<file path="config.mk">
export PLATFORM = sky130hd
export DESIGN_NAME = bnps_fifo
export DESIGN_NICKNAME = d
export VERILOG_FILES = /design/src/sv/bnps_fifo.sv
export SDC_FILE = /design/constraint.sdc
export NUM_CORES = 1
export LEC_CHECK = 0
export ABC_CLOCK_PERIOD_IN_PS = 1650
export BUFFER_PORTS_ARGS = -buffer_cell sky130_fd_sc_hd__buf_2
export CAP_MARGIN = 20
export CORE_MARGIN = 4
export CORE_UTILIZATION = 35
export DETAILED_ROUTE_END_ITERATION = 16
export GPL_ROUTABILITY_DRIVEN = 0
export PLACE_DENSITY = 0.61
export SYNTH_ARGS = -nofsm -noshare
export SYNTH_HDL_FRONTEND = slang
export SYNTH_SLANG_ARGS = --single-unit
</file>
<file path="constraint.sdc">
create_clock -name clk -period 1.65 [get_ports clk]
set_input_delay 0.165 -clock clk [delete_from_list [all_inputs] [get_ports clk]]
set_output_delay 0.165 -clock clk [all_outputs]
set_load 0.03 [all_outputs]
</file>
<file path="src/sv/bnps_fifo.sv">
// Short queue between hash front and bitmap back.
module bnps_fifo #(
	parameter int unsigned Width = 8,
	parameter int unsigned Depth = 16
) (
	input  logic             clk,
	input  logic             arst_n,
	input  logic             push,
	input  logic [Width-1:0] wdata,
	input  logic             pop,
	output logic [Width-1:0] rdata,
	output logic             not_empty,
	output logic [$clog2(Depth+1)-1:0] count
);
	localparam int unsigned AW = $clog2(Depth);
	logic [Width-1:0] mem_q [Depth];
	logic [AW-1:0] wp_q, rp_q;
	logic [$clog2(Depth+1)-1:0] cnt_q;

	always_ff @(posedge clk or negedge arst_n) begin
		if (!arst_n) begin
			wp_q <= '0; rp_q <= '0; cnt_q <= '0;
		end else begin
			if (push) wp_q <= wp_q + 1'b1;
			if (pop) rp_q <= rp_q + 1'b1;
			cnt_q <= cnt_q + (push ? 1'b1 : 1'b0) - (pop ? 1'b1 : 1'b0);
		end
	end

	always_ff @(posedge clk) begin
		if (push) mem_q[wp_q] <= wdata;
	end

	assign rdata = mem_q[rp_q];
	assign not_empty = (cnt_q != '0);
	assign count = cnt_q;
endmodule

</file>
==> out/metrics.cfg, run 1 <==
[clock_tree]
cts-root-buf = clkbuf_16
cts_sinks = 141
clk_path_buf_depth = 2
htree_levels = 4
cts_made_buffers = 17
clkTransAtPathRegs_ns = 0.06
cts_tree = done
clk_latency_ns = 0.42

[synthesis]
synth_cells = 280
synth_area_leaders = edfxtp_1, mux4_2, mux4_1
yosys.area_share.simple = 0.0316
synthXorXnorAreaFrac = 0.0154
ys_async_sr_fraction = 0.0922
syn_area_per_cell_um2 = 20.3
synth_top_family_by_area = multiplexers
netlist_area_um2 = 5670
synthMuxAreaShare = 0.138
yosys.area.top_type = edfxtp_1
synthDominantCellAreaShare = 0.678
synth_most_common_cell = edfxtp_1
synth_fa_ha_area_frac = 0.0278
synth_compound_area_frac = 0.0265
synth_fp_nets = 304
synth_common_cells = edfxtp_1, mux4_2, a22oi_1
yosysSeqAreaShare = 0.735
ys_types = 30
synth_top_flop_cell = edfxtp_1
synth_edf_count = 128
synth_seq_cells = 141
ys_warn_count = 0

[routing]
firstDrtPassIters = 4
drt-total-wl_mm = 11.4
ant_nets = 0
via_count = 2823
first_iter_violations = 200
drc = 0
wl_per_cell_um = 19.5
vias_per_cell = 4.82

[critical_path]
worst_setup_path_start_kind = flip-flop
crit_type = reg -> out
path_cells = buf_6, buf_12, mux4_2, a22oi_2, nand2_2, buf_6
arrival_ns = 2.06
cpMostUsedCell = buf_6
required_ns = 1.48
critPathCaptureType = output port
slowest_delay_ns = 0.53
critPathBufInv = 3
slowest_stage = mux4_2
cp_max_fo = 8
critical-path-top-delay-family = multiplexers

[die]
start_util = 0.357
fp.dieArea_um2 = 18300
die_x_um = 135
fp.dieH_um = 135
io_pins = 26
rows = 46
fp.coreArea_um2 = 15900

[grt]
grt.total_usage = 0.136
overflow = 0
grt_start_max_net_pins = 20
antenna_found_initial = 0
grt_pass1_wl_mm = 18.0
grt_pass1_vias = 2970

[place]
dp_cells = 544
port_buffers = 25
post-place-ws_ns = -0.360
hpwl_mm = 7.72

[cells_and_area]
drive_gt1_frac = 0.454
nets = 381
area_delta_synth_final_pct = 25.9
layout.cells.non_filler = 586
diodes = 0

[worst_hold_path]
hold_path_class = in -> reg

[power_and_ir_drop]
ir_worst_vdd_mv = 0.981
powerDensity_nw_per_um2 = 1920
p_leak_nw = 2.48

[timing]
finalHoldViolations = 0
finalCritPeriodShare = 1.35
skew_ns = 0.00530
min_period_ns = 2.23
max_freq_ghz = 0.449
rsz0062_at_grt = yes
maxSlewViolCount = 0
setup_viol = 9
relSlewSlack = 0.444
worstMarginPinSlew_ns = 0.833
worst_slack_ns = -0.579

[outcome]
violations = setup timing
run_status = complete, but fails checks

[flow_run]
maxCapViolCount = 0

[layout make-up]
class	instances	area [um^2]
fillers	1398	8750
flip-flops and latches	141	4170
multi-input cells	117	1460
repair buffers	72	648
clock buffers	19	433
well taps	216	270
clock inverters	13	124
inverters	8	30.0
[state kept, by name (all words and copies together) (netlist names)]
register and count:
rp_q 4, count 5, mem_q 128, wp_q 4
[kinds of logic after synthesis]
| logic type | Yosys count |
|---|---|
| muxes | 33 |
| xor gates and xnor gates | 10 |
| and+or+nand+nor | 41 |
| buffers and inverters | 22 |
| adders and majority gates | 12 |
| DFF | 141 |
| AOI/OAI and AO/OA | 21 |
[report_power, final]
| part | switching, mW | total [mW] | leakage (nW) | internal [mW] |
|---|---|---|---|---|
| registers | 0.228 | 4.63 | 1.31 | 4.41 |
| clock network | 1.39 | 3.59 | 0.269 | 2.20 |
| logic | 2.81 | 5.46 | 0.901 | 2.65 |
| total | 4.43 | 13.7 | 2.48 | 9.25 |
[worst paths after layout]
path	from	endpoint	slack [ns]	cells past startpoint
max	rp_q[0]	rdata[3]	-0.58	6
min	push	wp_q[0]	0.08	2
max reg2reg	count[0]	count[4]	-0.02	8
min reg2reg	wp_q[0]	wp_q[0]	0.57	1
max in group asynchronous	arst_n	rp_q[0]	1.18	2
min in group asynchronous	arst_n	rp_q[2]	0.19	2
[per-layer routing]
| metal | track usage | share of wire | up-vias |
|---|---|---|---|
| met5 | 0 | 0 | - |
| met4 | 0.0521 | 0.017 | 0 |
| met3 | 0.0345 | 0.039 | 18 |
| met2 | 0.227 | 0.52 | 67 |
| met1 | 0.173 | 0.43 | 1460 |
| li1 | - | - | 1278 |
[layout by cell type, fill, tap and decap left out, types with 7 or more instances in the layout]
cell type,count
a22oi_2,16
buf_2,17
buf_4,33
buf_6,14
clkbuf_16,17
dfrtp_1,11
edfxtp_1,128
ha_1,9
mux4_2,32
nand2_1,7
nand2_2,8
nor2_1,13
[repair_timing]
action	in CTS	in global routing
buffers inserted	8	0
hold buffers	1	0
gates cloned	2	0
pin swaps	18	16
endpoints found under the setup margin	10	10
endpoints found under the hold margin	13	0
gates resized for setup	47	4
[per-stage QoR]
| stage | setup TNS, ns | utilization | total power [mW] | cell area (um^2) | hold WS (ns) |
|---|---|---|---|---|---|
| 2_1_floorplan | -0.116 | - | 7.86 | 5700 | -0.131 |
| 3_3_place_gp | -2.37 | 0.396 | 9.11 | 6290 | 0.0858 |
| 4_1_cts | -4.83 | 0.450 | 13.9 | 7150 | 0.0644 |
| 3_5_place_dp | -2.47 | 0.396 | 9.21 | 6290 | 0.0935 |
| 6_report | -4.39 | 0.449 | 13.7 | 7140 | 0.0763 |
| 5_1_grt | -5.15 | 0.449 | 14.4 | 7140 | 0.0897 |
Note: power is estimated with default switching activity, not from simulation.
==> run 2, diff against run 1 <==
--- a/config.mk
+++ b/config.mk
@@ -6,7 +6,7 @@
 export NUM_CORES = 1
 export LEC_CHECK = 0
 export ABC_CLOCK_PERIOD_IN_PS = 1650
-export BUFFER_PORTS_ARGS = -buffer_cell sky130_fd_sc_hd__buf_2
+export BUFFER_PORTS_ARGS = -buffer_cell sky130_fd_sc_hd__clkbuf_2
 export CAP_MARGIN = 20
 export CORE_MARGIN = 4
 export CORE_UTILIZATION = 35
==> out/metrics.cfg, run 2 (same netlist as run 1, synthesis figures left out) <==
[cells_and_area]
multiInputGateArea_um2 = 1470
top_register = mem_q
final_area_um2 = 7220
final_cell_mix = edfxtp_1, buf_4, mux4_2, clkbuf_16
regArea_um2 = 4170
layout.cells.non_filler = 588
fill_cells = 1358
drive_gt1_frac = 0.465
nets = 383
largest_reg_flops = 128
diodes = 0
final_common_cell = edfxtp_1
area_delta_synth_final_pct = 27.3

[power_and_ir_drop]
pwr-share-clk = 0.275
ir_worst_vdd_mv = 1.05
switching_share = 0.323
p_sw_mw = 4.55
powerDensity_nw_per_um2 = 1950
p_comb_frac = 0.397
p_int_mw = 9.54
p_leak_nw = 2.51
p_seq_frac = 0.328

[worst_hold_path]
min_from = push
whs_endpoint = wp_q[0]
hold_path_class = in -> reg
min_path_cells = 2

[die]
fp.dieArea_um2 = 18300
start_util = 0.357
fp.coreArea_um2 = 15900
io_pins = 26
rows = 46
fp.dieH_um = 135
die_x_um = 135

[timing]
skew_ns = 0.00701
tns_ns = -4.57
maxSlewViolCount = 0
max_freq_ghz = 0.445
worstMarginPinSlew_ns = 0.946
finalHoldViolations = 0
finalCritPeriodShare = 1.36
relSlewSlack = 0.368
rsz0062_at_grt = yes
setup_viol = 8
worst_slack_ns = -0.595
min_period_ns = 2.25

[place]
port_buffers = 25
dp_cells = 546
placed_area_um2 = 6310
hpwl_mm = 7.87

[routing]
vias_per_cell = 4.81
first_iter_violations = 206
ant_nets = 0
via_count = 2830
drc = 0
firstDrtPassIters = 4
wl_per_cell_um = 20.3
drt-total-wl_mm = 11.9

[clock_tree]
cts_made_buffers = 17
htree_levels = 4
cts_tree = done
cts_sinks = 141
clk_latency_ns = 0.42
clk_path_buf_depth = 2
cts-root-buf = clkbuf_16
clkTransAtPathRegs_ns = 0.06

[critical_path]
worst_setup_path_start_kind = flip-flop
critPathCaptureType = output port
reg2reg_depth = 8
crit_type = reg -> out
arrival_ns = 2.08
required_ns = 1.48
rr_startpoint = count[0]
cp_max_fo = 6
reg2reg_to = count[4]
r2r_slack_ns = 0

[outcome]
violations = setup timing
run_status = complete, but fails checks

[grt]
antenna_found_initial = 0
grt_pass1_vias = 3135
grt_start_max_net_pins = 20
overflow = 0
grt.total_usage = 0.142
grt_pass1_wl_mm = 18.8

[flow_run]
maxCapViolCount = 0

run 2: cell types whose count changed in the layout (fill, tap and decap cells not counted), moves of 4 or more:
cell | before | now
buf_2 | 17 | 1
buf_4 | 33 | 37
clkbuf_2 | 0 | 16
buf_8 | 0 | 5
buf_6 | 14 | 6
run 2: power by group through the flow:
stage / Sequential [mW] / Clock [mW] / Combinational (mW)
after floorplan: 4.75 / 0 / 3.11
after global placement: 4.69 / 0 / 4.45
after detailed placement: 4.72 / 0 / 4.52
after CTS: 4.62 / 3.92 / 5.51
after global routing: 4.67 / 4.11 / 5.98
final: 4.63 / 3.87 / 5.59
run 2: final cells by class:
class                           count  area share
Sequential cell                   141       0.578
Multi-Input combinational cell    117       0.203
Timing Repair Buffer               74      0.0929
Clock buffer                       20      0.0619
Tap cell                          216      0.0374
Clock inverter                     12      0.0224
Inverter                            8     0.00416
run 2: repair_timing:
item / 4_1_cts / 5_1_grt
setup buffers: 8 / 0
gates cloned: 2 / 0
resized for setup: 37 / 23
setup endpoints to repair: 10 / 16
hold buffers: 1 / 0
pin swaps: 7 / 11
hold endpoints to repair: 13 / 0
run 2: worst max-delay path by stage:
stage                   from       end  slack, ns  cells past startpoint
floorplan           count[0]  count[4]      -0.12                      8
global placement     rp_q[0]  rdata[5]      -0.34                      5
detailed placement   rp_q[0]  rdata[1]      -0.34                      5
CTS                  rp_q[0]  rdata[1]      -0.65                      7
global route         rp_q[0]  rdata[2]      -0.69                      6
finish               rp_q[0]  rdata[6]      -0.60                      6
run 2: stage by stage:
step                hold WS [ns]   util  total power, mW  setup WS, ns
floorplan                 -0.131      -             7.86        -0.116
global placement          0.0909  0.397             9.14        -0.341
detailed placement        0.0979  0.397             9.24        -0.345
CTS                       0.0828  0.453             14.1        -0.645
global route               0.117  0.454             14.8        -0.686
finish                    0.0903  0.454             14.1        -0.595
run 2: routing by layer:
metal,share of wire,vias to the layer above,track usage
met5,0,-,0
met4,0.017,0,0.0465
met3,0.040,18,0.0390
met2,0.54,66,0.251
met1,0.40,1466,0.167
li1,-,1280,-
run 2: critical path, stage by stage, from the launching register on:
cell,delay [ns]
dfrtp_2,0.38
buf_4,0.16
buf_12,0.14
mux4_2,0.56
a22oi_2,0.20
nand2_2,0.08
buf_8,0.14
==> run 3, diff against run 2 <==
--- a/config.mk
+++ b/config.mk
@@ -13,6 +13,7 @@
 export DETAILED_ROUTE_END_ITERATION = 16
 export GPL_ROUTABILITY_DRIVEN = 0
 export PLACE_DENSITY = 0.61
+export SKIP_LAST_GASP = 1
 export SYNTH_ARGS = -nofsm -noshare
 export SYNTH_HDL_FRONTEND = slang
 export SYNTH_SLANG_ARGS = --single-unit
==> out/metrics.cfg, run 3 (same netlist as run 1, synthesis figures left out) <==
[critical_path]
arrival_ns = 2.09
reg2reg_depth = 8
worst_setup_path_start_kind = flip-flop
slowest_stage = mux4_2
cpMostUsedCell = buf_4
path_depth = 6
critical-path-top-delay-family = buffers and inverters
critPathCaptureType = output port
rr_startpoint = count[0]
cp-endpoint = rdata[4]
crit_type = reg -> out
reg2reg_to = count[4]
critPathBufInv = 3
cp_max_fo = 4
r2r_slack_ns = 0
critical_path.startpoint = rp_q[0]
path_cells = buf_4, bufbuf_16, mux4_2, a22oi_2, nand2_2, buf_4
slowest_delay_ns = 0.44
required_ns = 1.48

[die]
fp.coreArea_um2 = 15900
io_pins = 26
die_x_um = 135
rows = 46
fp.dieH_um = 135
fp.dieArea_um2 = 18300
start_util = 0.357

[cells_and_area]
largest_reg_flops = 128
final_core_util = 0.453
nets = 383
diodes = 0
drive_gt1_frac = 0.460
fill_cells = 1357
final_common_cell = edfxtp_1
top_register = mem_q
area_delta_synth_final_pct = 26.8
final_cell_mix = edfxtp_1, buf_4, mux4_2, clkbuf_16, clkbuf_2
layout.cells.non_filler = 588

[routing]
drt-total-wl_mm = 11.8
drc = 0
wl_per_cell_um = 20.1
vias_per_cell = 4.80
ant_nets = 0
firstDrtPassIters = 4
via_count = 2823
first_iter_violations = 199

[clock_tree]
htree_levels = 4
clk_latency_ns = 0.41
cts_made_buffers = 17
clkTransAtPathRegs_ns = 0.06
cts-root-buf = clkbuf_16
cts_tree = done
clk_path_buf_depth = 2
cts_sinks = 141

[timing]
tns_ns = -4.57
rsz0062_at_grt = yes
maxSlewViolCount = 0
max_freq_ghz = 0.443
min_period_ns = 2.26
worst_slack_ns = -0.606
worstMarginPinSlew_ns = 0.925
skew_ns = 0.00652
relSlewSlack = 0.382
setup_viol = 8
finalHoldViolations = 0
finalCritPeriodShare = 1.37

[power_and_ir_drop]
switching_share = 0.321
p_comb_frac = 0.389
p_seq_frac = 0.333
p_leak_nw = 2.51
p_int_mw = 9.43
pwr-share-clk = 0.279
p_total_mw = 13.9
powerDensity_nw_per_um2 = 1930
ir_worst_vdd_mv = 1.05
p_sw_mw = 4.45

[place]
hpwl_mm = 7.87
port_buffers = 25
dp_cells = 546

[grt]
grt_start_max_net_pins = 20
grt.total_usage = 0.140
overflow = 0
grt_pass1_wl_mm = 18.6
antenna_found_initial = 0
grt_pass1_vias = 3091

[worst_hold_path]
hold_path_class = in -> reg

[flow_run]
maxCapViolCount = 0

[outcome]
run_status = complete, but fails checks
violations = setup timing

[run 3: cell count changes in the layout (fill, tap and decap cells not counted)]
cell	delta
buf_8	-5
buf_4	+4
a22oi_1	+1
a22oi_2	-1
buf_16	-1
bufbuf_16	+1
clkbuf_8	+1
mux4_1	+1
mux4_2	-1
[run 3: layout make-up]
| cell class | instances | area, um^2 | share of cell area |
|---|---|---|---|
| Clock buffer | 20 | 447 | 0.0621 |
| Inverter | 8 | 30.0 | 0.00418 |
| Multi-Input combinational cell | 117 | 1470 | 0.204 |
| Tap cell | 216 | 270 | 0.0376 |
| Timing Repair Buffer | 74 | 644 | 0.0896 |
| Clock inverter | 12 | 161 | 0.0225 |
| Sequential cell | 141 | 4170 | 0.580 |
[run 3: stage by stage]
stage          hold WS (ns)  setup WS, ns  instance area (um^2)
2_1_floorplan        -0.131        -0.116                  5700
3_3_place_gp         0.0909        -0.341                  6310
3_5_place_dp         0.0979        -0.345                  6310
4_1_cts              0.0828        -0.645                  7160
5_1_grt               0.118        -0.703                  7190
6_report             0.0884        -0.606                  7190
[run 3: repair_timing]
action                                 4_1_cts  5_1_grt
setup endpoints to repair                   10       16
hold buffers                                 1        0
endpoints found under the hold margin       13        0
gates cloned                                 2        0
buffers inserted                             8        0
resized for setup                           30       22
pin swaps                                    7       12
[run 3: worst min-delay path by stage]
stage,cells after the start,endpoint,slack [ns],startpoint
final,2,wp_q[0],0.09,push
after CTS,2,wp_q[0],0.08,push
after detailed placement,1,count[1],0.1,arst_n
after global routing,2,wp_q[0],0.12,push
after global placement,1,count[3],0.09,arst_n
after floorplan,0,count[0],-0.13,arst_n
[run 3: power by group through the flow]
stage	combinational, mW	clock, mW	sequential (mW)
CTS	5.34	3.92	4.62
finish	5.39	3.87	4.62
global route	5.80	4.10	4.67
detailed placement	4.52	0	4.72
floorplan	3.11	0	4.75
global placement	4.45	0	4.69
[run 3: layer usage]
| layer | vias up | wire length, um | global-route usage |
|---|---|---|---|
| li1 | 1282 | - | - |
| met1 | 1472 | 4830 | 0.166 |
| met2 | 53 | 6430 | 0.249 |
| met3 | 16 | 406 | 0.0375 |
| met4 | 0 | 133 | 0.0403 |
| met5 | - | 0 | 0 |
